--- src/rtl/core/sorted_priority_queue_macros.svh ---
// assertion macros shared by the sorted priority queue rtl
`ifndef SORTED_PRIORITY_QUEUE_MACROS_SVH
`define SORTED_PRIORITY_QUEUE_MACROS_SVH

// expression holds at every edge outside reset
`define SPQ_ASSERT_ALWAYS(label, clk, rst, expr) \
   label: assert property (@(posedge clk) disable iff (rst) (expr)) \
      else $error("assertion failed: expression does not hold");

// consequent holds in the same cycle as the antecedent
`define SPQ_ASSERT_IMPLY(label, clk, rst, ante, cons) \
   label: assert property (@(posedge clk) disable iff (rst) (ante) |-> (cons)) \
      else $error("assertion failed: same-cycle implication");

// consequent holds in the cycle after the antecedent
`define SPQ_ASSERT_NEXT(label, clk, rst, ante, cons) \
   label: assert property (@(posedge clk) disable iff (rst) (ante) |=> (cons)) \
      else $error("assertion failed: next-cycle implication");

`endif

--- src/rtl/core/spq_pkg.sv ---
// types and constants of the sorted priority queue
package spq_pkg;

   localparam int CAPACITY = 16;
   localparam int VALUE_W  = 32;
   localparam int CNT_W    = $clog2(CAPACITY + 1);
   localparam int COUNT_PORT_W = 5;
   localparam int STATUS_W = 2;

   localparam logic [VALUE_W-1:0] NONE_VALUE = {VALUE_W{1'b1}};

   typedef enum logic [0:0] {
      ACTION_PUSH = 1'b0,
      ACTION_POP  = 1'b1
   } action_type;

   typedef enum logic [STATUS_W-1:0] {
      STATUS_OK    = 2'd0,
      STATUS_EMPTY = 2'd1,
      STATUS_FULL  = 2'd2
   } status_type;

   typedef struct packed {
      logic signed [VALUE_W-1:0] value;
      logic signed [VALUE_W-1:0] priority_key;
   } spq_entry_type;

   typedef struct packed {
      logic                      push_en;
      logic                      pop_en;
      logic signed [VALUE_W-1:0] new_value;
      logic signed [VALUE_W-1:0] new_priority;
   } spq_ctrl_type;

endpackage

--- src/rtl/core/spq_cell.sv ---
// one cell of the sorted chain: holds an entry, shifts left on pop, right on insert
module spq_cell
   import spq_pkg::*;
(
   input  logic          clock,
   input  spq_ctrl_type  ctrl,
   input  logic          occupied,
   input  spq_entry_type left_entry,
   input  logic          left_after,
   input  spq_entry_type right_entry,
   output spq_entry_type entry,
   output spq_entry_type next_entry,
   output logic          after
);

   spq_entry_type entry_ff;
   spq_entry_type entry_in;

   // the new item goes in front of this cell when it is empty or strictly larger
   assign after = !occupied || (entry_ff.priority_key > ctrl.new_priority);

   always_comb begin
      entry_in = entry_ff;
      if (ctrl.pop_en) begin
         entry_in = right_entry;
      end else if (ctrl.push_en && after) begin
         if (left_after) begin
            entry_in = left_entry;
         end else begin
            entry_in.value        = ctrl.new_value;
            entry_in.priority_key = ctrl.new_priority;
         end
      end
   end

   always_ff @(posedge clock) begin
      entry_ff <= entry_in;
   end

   assign entry      = entry_ff;
   assign next_entry = entry_in;

endmodule

--- src/rtl/core/sorted_priority_queue.sv ---
// sorted priority queue: a chain of CAPACITY cells, all compared with a push at once
// the result strobe is registered: it rises in the cycle after start is taken
// throughput: one push or pop per cycle; busy stays low, every cell updates at the same edge
// the receiver cannot stall: each result is shown for exactly one cycle
// reset clears the entry count and the result strobe; cell contents stay undefined
`include "sorted_priority_queue_macros.svh"

module sorted_priority_queue
   import spq_pkg::*;
(
   input  logic                     clock,
   input  logic                     reset,
   input  logic                     start,
   output logic                     busy,
   input  logic                     req_action,
   input  logic signed [VALUE_W-1:0] req_item_value,
   input  logic signed [VALUE_W-1:0] req_item_priority,
   output logic                     rsp_valid,
   output logic signed [VALUE_W-1:0] rsp_popped_value,
   output logic signed [VALUE_W-1:0] rsp_head_value,
   output logic [STATUS_W-1:0]      rsp_status,
   output logic [COUNT_PORT_W-1:0]  rsp_entry_count
);

   logic [CNT_W-1:0]          count_ff, count_in;
   logic                      rsp_valid_ff;
   logic [VALUE_W-1:0]        rsp_popped_value_ff, rsp_popped_value_in;
   logic [VALUE_W-1:0]        rsp_head_value_ff, rsp_head_value_in;
   status_type                rsp_status_ff, rsp_status_in;
   logic [COUNT_PORT_W-1:0]   rsp_entry_count_ff, rsp_entry_count_in;

   logic                      accept;
   logic                      is_pop;
   logic                      is_empty;
   logic                      is_full;
   spq_ctrl_type              ctrl;

   spq_entry_type             entries      [CAPACITY];
   spq_entry_type             next_entries [CAPACITY];
   spq_entry_type             left_entries [CAPACITY];
   spq_entry_type             right_entries[CAPACITY];
   logic [CAPACITY-1:0]       after;
   logic [CAPACITY-1:0]       left_after;
   logic [CAPACITY-1:0]       occupied;

   assign busy     = 1'b0;
   assign accept   = start && !busy;
   assign is_pop   = (req_action == ACTION_POP);
   assign is_empty = (count_ff == '0);
   assign is_full  = (count_ff == CNT_W'(CAPACITY));

   always_comb begin
      ctrl.push_en      = accept && !is_pop && !is_full;
      ctrl.pop_en       = accept && is_pop && !is_empty;
      ctrl.new_value    = req_item_value;
      ctrl.new_priority = req_item_priority;
   end

   // neighbour wiring of the chain; the first cell sees a blank left, the last sees itself on the right
   always_comb begin
      for (int i = 0; i < CAPACITY; i++) begin
         if (i == 0) begin
            left_entries[i] = '0;
            left_after[i]   = 1'b0;
         end else begin
            left_entries[i] = entries[i-1];
            left_after[i]   = after[i-1];
         end
         if (i == CAPACITY - 1) begin
            right_entries[i] = entries[i];
         end else begin
            right_entries[i] = entries[i+1];
         end
      end
   end

   for (genvar i = 0; i < CAPACITY; i++) begin : g_cell
      assign occupied[i] = (CNT_W'(i) < count_ff);

      spq_cell u_cell (
         .clock       (clock),
         .ctrl        (ctrl),
         .occupied    (occupied[i]),
         .left_entry  (left_entries[i]),
         .left_after  (left_after[i]),
         .right_entry (right_entries[i]),
         .entry       (entries[i]),
         .next_entry  (next_entries[i]),
         .after       (after[i])
      );
   end

   always_comb begin
      count_in = count_ff;
      if (ctrl.push_en) begin
         count_in = count_ff + CNT_W'(1);
      end else if (ctrl.pop_en) begin
         count_in = count_ff - CNT_W'(1);
      end
   end

   always_comb begin
      rsp_popped_value_in = NONE_VALUE;
      rsp_status_in       = STATUS_OK;
      if (ctrl.pop_en) begin
         rsp_popped_value_in = entries[0].value;
      end
      if (accept && is_pop && is_empty) begin
         rsp_status_in = STATUS_EMPTY;
      end else if (accept && !is_pop && is_full) begin
         rsp_status_in = STATUS_FULL;
      end
      rsp_head_value_in  = (count_in == '0) ? NONE_VALUE : next_entries[0].value;
      rsp_entry_count_in = COUNT_PORT_W'(count_in);
   end

   always_ff @(posedge clock) begin
      if (reset) begin
         count_ff     <= '0;
         rsp_valid_ff <= 1'b0;
      end else begin
         count_ff     <= count_in;
         rsp_valid_ff <= accept;
      end
   end

   always_ff @(posedge clock) begin
      rsp_popped_value_ff <= rsp_popped_value_in;
      rsp_head_value_ff   <= rsp_head_value_in;
      rsp_status_ff       <= rsp_status_in;
      rsp_entry_count_ff  <= rsp_entry_count_in;
   end

   assign rsp_valid        = rsp_valid_ff;
   assign rsp_popped_value = rsp_popped_value_ff;
   assign rsp_head_value   = rsp_head_value_ff;
   assign rsp_status       = rsp_status_ff;
   assign rsp_entry_count  = rsp_entry_count_ff;

   `SPQ_ASSERT_ALWAYS(a_count_bound, clock, reset, count_ff <= CNT_W'(CAPACITY))
   `SPQ_ASSERT_NEXT(a_strobe_follows_start, clock, reset, accept, rsp_valid)
   `SPQ_ASSERT_IMPLY(a_empty_means_zero, clock, reset,
      rsp_valid && rsp_status == STATUS_EMPTY, rsp_entry_count == '0)
   `SPQ_ASSERT_IMPLY(a_full_means_capacity, clock, reset,
      rsp_valid && rsp_status == STATUS_FULL,
      rsp_entry_count == COUNT_PORT_W'(CAPACITY))

endmodule

--- config.mk ---
export PLATFORM = sky130hd
export DESIGN_NAME = sorted_priority_queue
export DESIGN_NICKNAME = d
export VERILOG_FILES = /design/src/rtl/core/spq_pkg.sv /design/src/rtl/core/spq_cell.sv /design/src/rtl/core/sorted_priority_queue.sv
export VERILOG_INCLUDE_DIRS = /design/src /design/src/rtl/core
export SDC_FILE = /design/constraint.sdc
export NUM_CORES = 2
export LEC_CHECK = 0
export BUFFER_PORTS_ARGS = -buffer_cell sky130_fd_sc_hd__buf_2
export CAP_MARGIN = 20
export CORE_MARGIN = 2
export CORE_UTILIZATION = 55
export CTS_CLUSTER_DIAMETER = 60
export DETAILED_ROUTE_END_ITERATION = 7
export GPL_TIMING_DRIVEN = 1
export PLACE_DENSITY = 0.74
export SETUP_SLACK_MARGIN = 0.2
export SLEW_MARGIN = 20
export SYNTH_ARGS = -nofsm -noshare
export SYNTH_HDL_FRONTEND = slang
export SYNTH_SLANG_ARGS = --single-unit
--- constraint.sdc ---
create_clock -name clock -period 8.65 [get_ports clock]
set_clock_uncertainty 0.1 [all_clocks]
set_input_delay 1.2975 -clock clock [delete_from_list [all_inputs] [get_ports clock]]
set_output_delay 1.2975 -clock clock [all_outputs]
set_load 0.005 [all_outputs]
# After elaboration in Yosys (flattened, before gate mapping)

Cells that the tools add are included.

ROM bits: 0
Bits in writable memories: 0
Register bits after elaboration: 1101
Latch bits: 0
Logic and storage cells: 197
Output and inout port bits: 73
Memories: 0

$lt $le $gt $ge: 32
Bitwise operators: 1
Divide/modulo/power cells: 0
Shifts and indexed selects: 0
$mul: 0
Add/subtract/negate cells: 2
Reductions and logical operators: 75
Muxes and demuxes: 48
Equality and inequality tests: 1

Operators with widths:

| operator                                                   | count |
|---|---|
| 2-to-1 mux 64 bit                                          | 45 |
| greater-than comparator 32 bit                             | 16 |
| less-than comparator 4 x 5 -> 1 bit (first input constant) | 8 |
| nonzero test 2 bit                                         | 15 |
| logical AND 1 bit                                          | 22 |
| less-than comparator 3 x 5 -> 1 bit (first input constant) | 4 |
| logical NOT 1 bit                                          | 19 |
| logical OR 1 bit                                           | 16 |
| logical NOT 5 bit                                          | 2 |
| less-than comparator 1 x 5 -> 1 bit (first input constant) | 2 |
| less-than comparator 2 x 5 -> 1 bit (first input constant) | 2 |
| 2-to-1 mux 5 bit                                           | 2 |
| adder 5 x 1 -> 5 bit (second input constant)               | 1 |
| == test 5 bit (second input constant)                      | 1 |
| subtractor 5 x 1 -> 5 bit (second input constant)          | 1 |
| 2-to-1 mux 2 bit                                           | 1 |
| AND reduction 2 bit                                        | 1 |
| inverter 1 bit                                             | 1 |

# Longest topological paths before layout

Depth in word-level cells: 6
Gate-level depth with buffers: 13
Depth with buffers taken out: 10

# Modules after synthesis

Synthesis repeated with hierarchy kept, for this count alone.

Cells, all modules: 9335
Area total of the unflattened synthesis: 78994.5 sq um

By module, submodules not included:

| module                           | cells an instance | instances | area an instance (sq um) | sequential area each (sq um) |
|---|---|---|---|---|
| spq_cell at g_cell[0].u_cell ... | 570               | 11        | 4767.1                   | 1281.2 |
| spq_cell at g_cell[5].u_cell ... | 564               | 5         | 4789.6                   | 1281.2 |
| sorted_priority_queue            | 245               | 1         | 2608.8                   | 1541.5 |

# Least setup slack after synthesis

OpenSTA, ideal clock, no wires.

Path type: input to register
Start point: input req_item_priority[22]
End point: register g_cell[9].u_cell.entry_ff (netlist bit g_cell[9].u_cell.entry[0]), enable pin
Setup slack: -138 ps
Path buffers: 1
Arrival: 8114 ps
Stages on the path: 11
Required time: 7976 ps
Cells stage by stage: inv_1 > ha_1 > nand3_1 > or4_1 > or3_1 > a21oi_1 > or4_1 > o211a_1 > buf_2 > nor2_1 > o21ai_0

Cells in the longest elaborated chain, start to end: 4

Ends and longest elaborated chain:

| element                             | line                        | source |
|---|---|---|
| start: declaration                  | sorted_priority_queue.sv:17 | `input logic signed [VALUE_W-1:0] req_item_priority,` |
| greater-than comparator 32 bit      | spq_cell.sv:20              | `assign after = !occupied \|\| (entry_ff.priority_key > ctrl.new_priority);` |
| logical OR 1 bit                    | spq_cell.sv:20              |  |
| logical AND 1 bit                   | spq_cell.sv:26              | `end else if (ctrl.push_en && after) begin` |
| nonzero test 2 bit (no source line) | n/a                         |  |
| end signal: assignment              | spq_cell.sv:37              | `entry_ff <= entry_in;` |
| end: declaration                    | spq_cell.sv:16              | `spq_entry_type entry_ff;` |

No other way between the ends.
A chain may end at the register's enable or synchronous reset.

# Worst setup path after layout

Start point: input req_item_priority[30]
End point: register g_cell[5].u_cell.entry_ff (netlist bit g_cell[5].u_cell.entry[39]), enable pin

Cells in the longest elaborated chain, start to end: 4

Ends and longest elaborated chain:

| element                             | line |
|---|---|
| greater-than comparator 32 bit      | spq_cell.sv:20 |
| logical OR 1 bit                    | spq_cell.sv:20 |
| logical AND 1 bit                   | spq_cell.sv:26 |
| nonzero test 2 bit (no source line) | n/a |
| end signal: assignment              | spq_cell.sv:37 |
| end: declaration                    | spq_cell.sv:16 |

No other way between the ends.

==> summary.md <==
| Metric | Value |
|---|---|
| Tmin final | around 6600 ps |
| Post_cts resized | 0 |
| Fin. max-slew vios | 0 |
| Top delay family on crit path | simple AND/OR/NAND/NOR gates |
| Largest net degree at the start of global routing | 258 |
| Dpl ws | 1124 ps |
| Post-synth ARST share | 0 |
| Layout cell share with drive strength beyond 1 | 0.09712 |
| Crit path max fanout | 52 |
| RR Startpoint | g_cell[5].u_cell.entry[25]$_DFFE_PP_ |
| Synth Flop Type | edfxtp_1 |
| Worst hold path class | reg2reg |
| Peak supply drop | 0.2627 mV |
| Hold Path Sink | rsp_popped_value[5]$_SDFF_PN1_ |
| Placer congestion estimate | 1.021 |
| Setup bufs post-CTS | 0 |
| Clock latency on the worst-skew pair | between 800 and 900 ps |
| Top Ports | roughly 140 |
| Worst hold stages | 1 |
| DRC | 2 |
| Area contributors post-synth | edfxtp_1 45%, ha_1 9.7%, mux2i_1 7.8%, a21oi_1 4.4%, nand2_1 3.6% |
| Area occupied by registers | 31970 um2 |
| Worst Tran Pin Value | 1226 ps |
| CTS Buf Count | 132 |
| Yosys Warn Count | 0 |
| Reg2Reg Depth | 9 |
| Fin crit share | 0.7599 |
| Via count | 56420 |
| Violated checks | design-rule violations |
| Synth Cell Area | 66650 um2 |
| Hold WS | around 340 ps |
| Total gr overflow | 0 |
| Total GRT Usage | 0.3670 |
| Crit start category | input port |
| Placed Cells | 7895 |
| Initial core utilization | 0.5548 |
| Hold buffers post-CTS | 0 |
| Avg Inst Size Synth | 10.11 um2 |
| Capturing point of the worst reg2reg path | g_cell[5].u_cell.entry[39]$_DFFE_PP_ |
| First-pass GRT wire length | 344600 um |
| Final worst setup slack | between 2000 and 2500 ps |
| Cell variety after synth | 69 |
| Avg WL per Cell | about 29 um |
| Worst Setup Path Type | in2reg |
| CP arrival | 6860 ps |
| Worst setup path startpoint | req_item_priority[30] |
| Root buf cell | clkbuf_16 |
| CP max stage cell | a21oi_4 |
| CTS clk-pin slew, worst paths | ~60 ps |
| Final Instance Count excl. Fillers | 8148 |
| Core ar. | 120100 um2 |
| DRT Pass-1 Iters | 8 |
| FF+latch count, synth | 1101 |
| R2r setup slk | 2900 ps |
| Setup TNS | 0 ps |
| Synth Instances | ~6600 |
| F_max | 152.1 MHz |
| Max Cap Viol | 0 |
| Fin nets | 7002 |
| Outcome | complete, but fails checks |
| Largest area contributor in the netlist | edfxtp_1 |
| Clock sinks | 1101 |
| Post-synth EDFFs | slightly below 1000 |
| Crit path cell chain | buf_2 > inv_1 > ha_1 > nand4_1 > or2_2 > nor4_2 > o21ai_0 > a21oi_4 > nand2_1 > nand2_4 > buf_4 |
| Post-synth top area share | 0.4469 |
| Final Setup Violations | 0 |
| Pwr/cell area | 276.4 nW/um2 |
| Buffers on Ports | roughly 140 |
| Clock buffer depth | 3 |
| DIE WIDTH | around 350 um |
| Crit-path max cell delay | 980 ps |
| Die height | 352.1 um |
| CTS tree | built |
| Beginning of the worst hold path | g_cell[0].u_cell.entry[37]$_DFF_P_ |
| Vias in the first global route | 53010 |
| Rows | 127 |
| Worst rel slew slack | 0.1757 |
| Synthesized netlist net count | between 7000 and 8000 |
| H-tree levels | 4 |
| Final ANT Viol Nets | 0 |
| Hpwl dp | between 100000 and 150000 um |
| Die footprint | 124000 um2 |
| Routed vias/inst | 6.924 |
| RSZ-0062 raised after global routing | false |
| Final WL | 235000 um |
| Area of the multi-input gates | roughly 33000 um2 |
| Pleak | 28.45 nW |
| Initial DRC Count | 9271 |
| Crit path buffers/inverters | 3 |
| Crit. End Element | register |
| Antenna violations before repair | 14 |
| Hold Fails Final Rpt | 0 |
| Post-synthesis sequential area ratio | 0.4797 |
| Filler instances | 9853 |
| Layout overhead on the synthesized area | 9.818% |
| Required time of the critical path | just under 9000 ps |
[worst max path at each step]
stage / end / slack (ps) / cells after the start
floorplan: g_cell[10].u_cell.entry[0]$_DFFE_PP_ / 210 / 12
global placement: g_cell[5].u_cell.entry[39]$_DFFE_PP_ / 1270 / 11
detailed placement: g_cell[5].u_cell.entry[39]$_DFFE_PP_ / 1120 / 11
CTS: g_cell[5].u_cell.entry[39]$_DFFE_PP_ / 1960 / 11
global route: g_cell[5].u_cell.entry[39]$_DFFE_PP_ / 2160 / 11
finish: g_cell[5].u_cell.entry[39]$_DFFE_PP_ / 2080 / 11
[cells in the mapped netlist, drive strengths merged, types with 8 or more instances]
library cell and n:
a221oi 10, mux2 65, or3 8, o211ai 244
nand2 645, nor4 47, nor2 641, nor3 243
nand2b 48, nand3 177, buf 81, o31ai 102
nand4 126, o21a 10, o32ai 64, nor2b 23
o221a 65, mux2i 519, and4 11, a31oi 46
a211oi 53, dfxtp 109, ha 515, and3 9
clkbuf 474, a21boi 9, edfxtp 992, a21oi 587
inv 81, a21o 63, o21ai 439
[kinds of logic (layout without fill, tap and decap cells)]
| logic type | after synthesis | after routing | share of synthesized area |
|---|---|---|---|
| AO/OA/AOI/OAI | 1750 | 1750 | 0.1640 |
| flip-flops | 1101 | 1101 | 0.4797 |
| AND/OR/NAND/NOR | 2000 | 2000 | 0.1324 |
| multiplexers | 584 | 584 | 0.08892 |
| buffers and inverters | 636 | 574 | 0.03794 |
| other | 1 | 9 | 0.00005626 |
| XOR/XNOR | 3 | 3 | 0.0003943 |
| adder cells (fa/ha/maj) | 515 | 515 | 0.09667 |
[per-stage QoR]
stage	utilization	cell area, um2	power (mW)
4_1_cts	0.6086	73110	20.05
5_1_grt	0.6092	73180	21.02
3_3_place_gp	0.5705	68530	14.00
2_1_floorplan	-	66650	12.08
3_5_place_dp	0.5709	68580	14.24
6_report	0.6093	73200	20.23
[layer usage]
layer / global-route usage / part of all wire / wire length (um)
met4: 0.1923 / 0.058 / 13520
met2: 0.5493 / 0.43 / 101800
met1: 0.4959 / 0.38 / 89340
met5: 0 / 0.00030 / 70
met3: 0.08745 / 0.13 / 30280
[final cells by class]
type / count / share of cell area
inverters: 81 / 0.004154
diodes: 8 / 0.0002735
multi-input cells: 4853 / 0.4463
repair buffers: 250 / 0.02302
clock inverters: 61 / 0.01036
clock buffers: 182 / 0.05159
flip-flops and latches: 1101 / 0.4368
well taps: 1612 / 0.02755
[registers in the layout (all words and copies together), names as in the netlist]
name	count
g_cell.u_cell.entry	1024
count_ff	5
rsp_popped_value	32
rsp_entry_count	5
rsp_status	2
rsp_valid	1
rsp_head_value	32
[where the power goes]
group	internal [mW]	switching [mW]	total, mW
logic	2.14	3.78	5.91
clock network	3.41	2.43	5.83
registers	7.55	0.936	8.49
[placed cells by master (no fill, tap or decap), types with 11 or more instances in the layout]
cell,n
nor4_1,43
buf_4,99
nor3_1,242
buf_2,139
clkinv_1,16
a31oi_1,42
inv_1,81
ha_1,515
nand3_1,174
a21oi_1,583
o32ai_1,63
o221a_2,65
o21ai_0,430
mux2_2,65
nand4_1,126
edfxtp_1,992
and4_1,11
nand2b_1,48
clkbuf_16,141
mux2i_1,518
o31ai_1,102
nor2_1,640
nor2b_1,23
clkbuf_1,31
o211ai_1,244
a211oi_1,52
a21o_1,61
nand2_1,632
dfxtp_1,109
nand2_4,12
[worst reg2reg max path, stage by stage, from the launching register on]
cell and delay (ps):
edfxtp_1 480, ha_1 340, nand3_1 250, or2_2 430, nor4_2 760, o21ai_0 450
a21oi_4 980, nand2_1 250, nand2_4 320, buf_4 910
(Power assumes the default switching activity.)
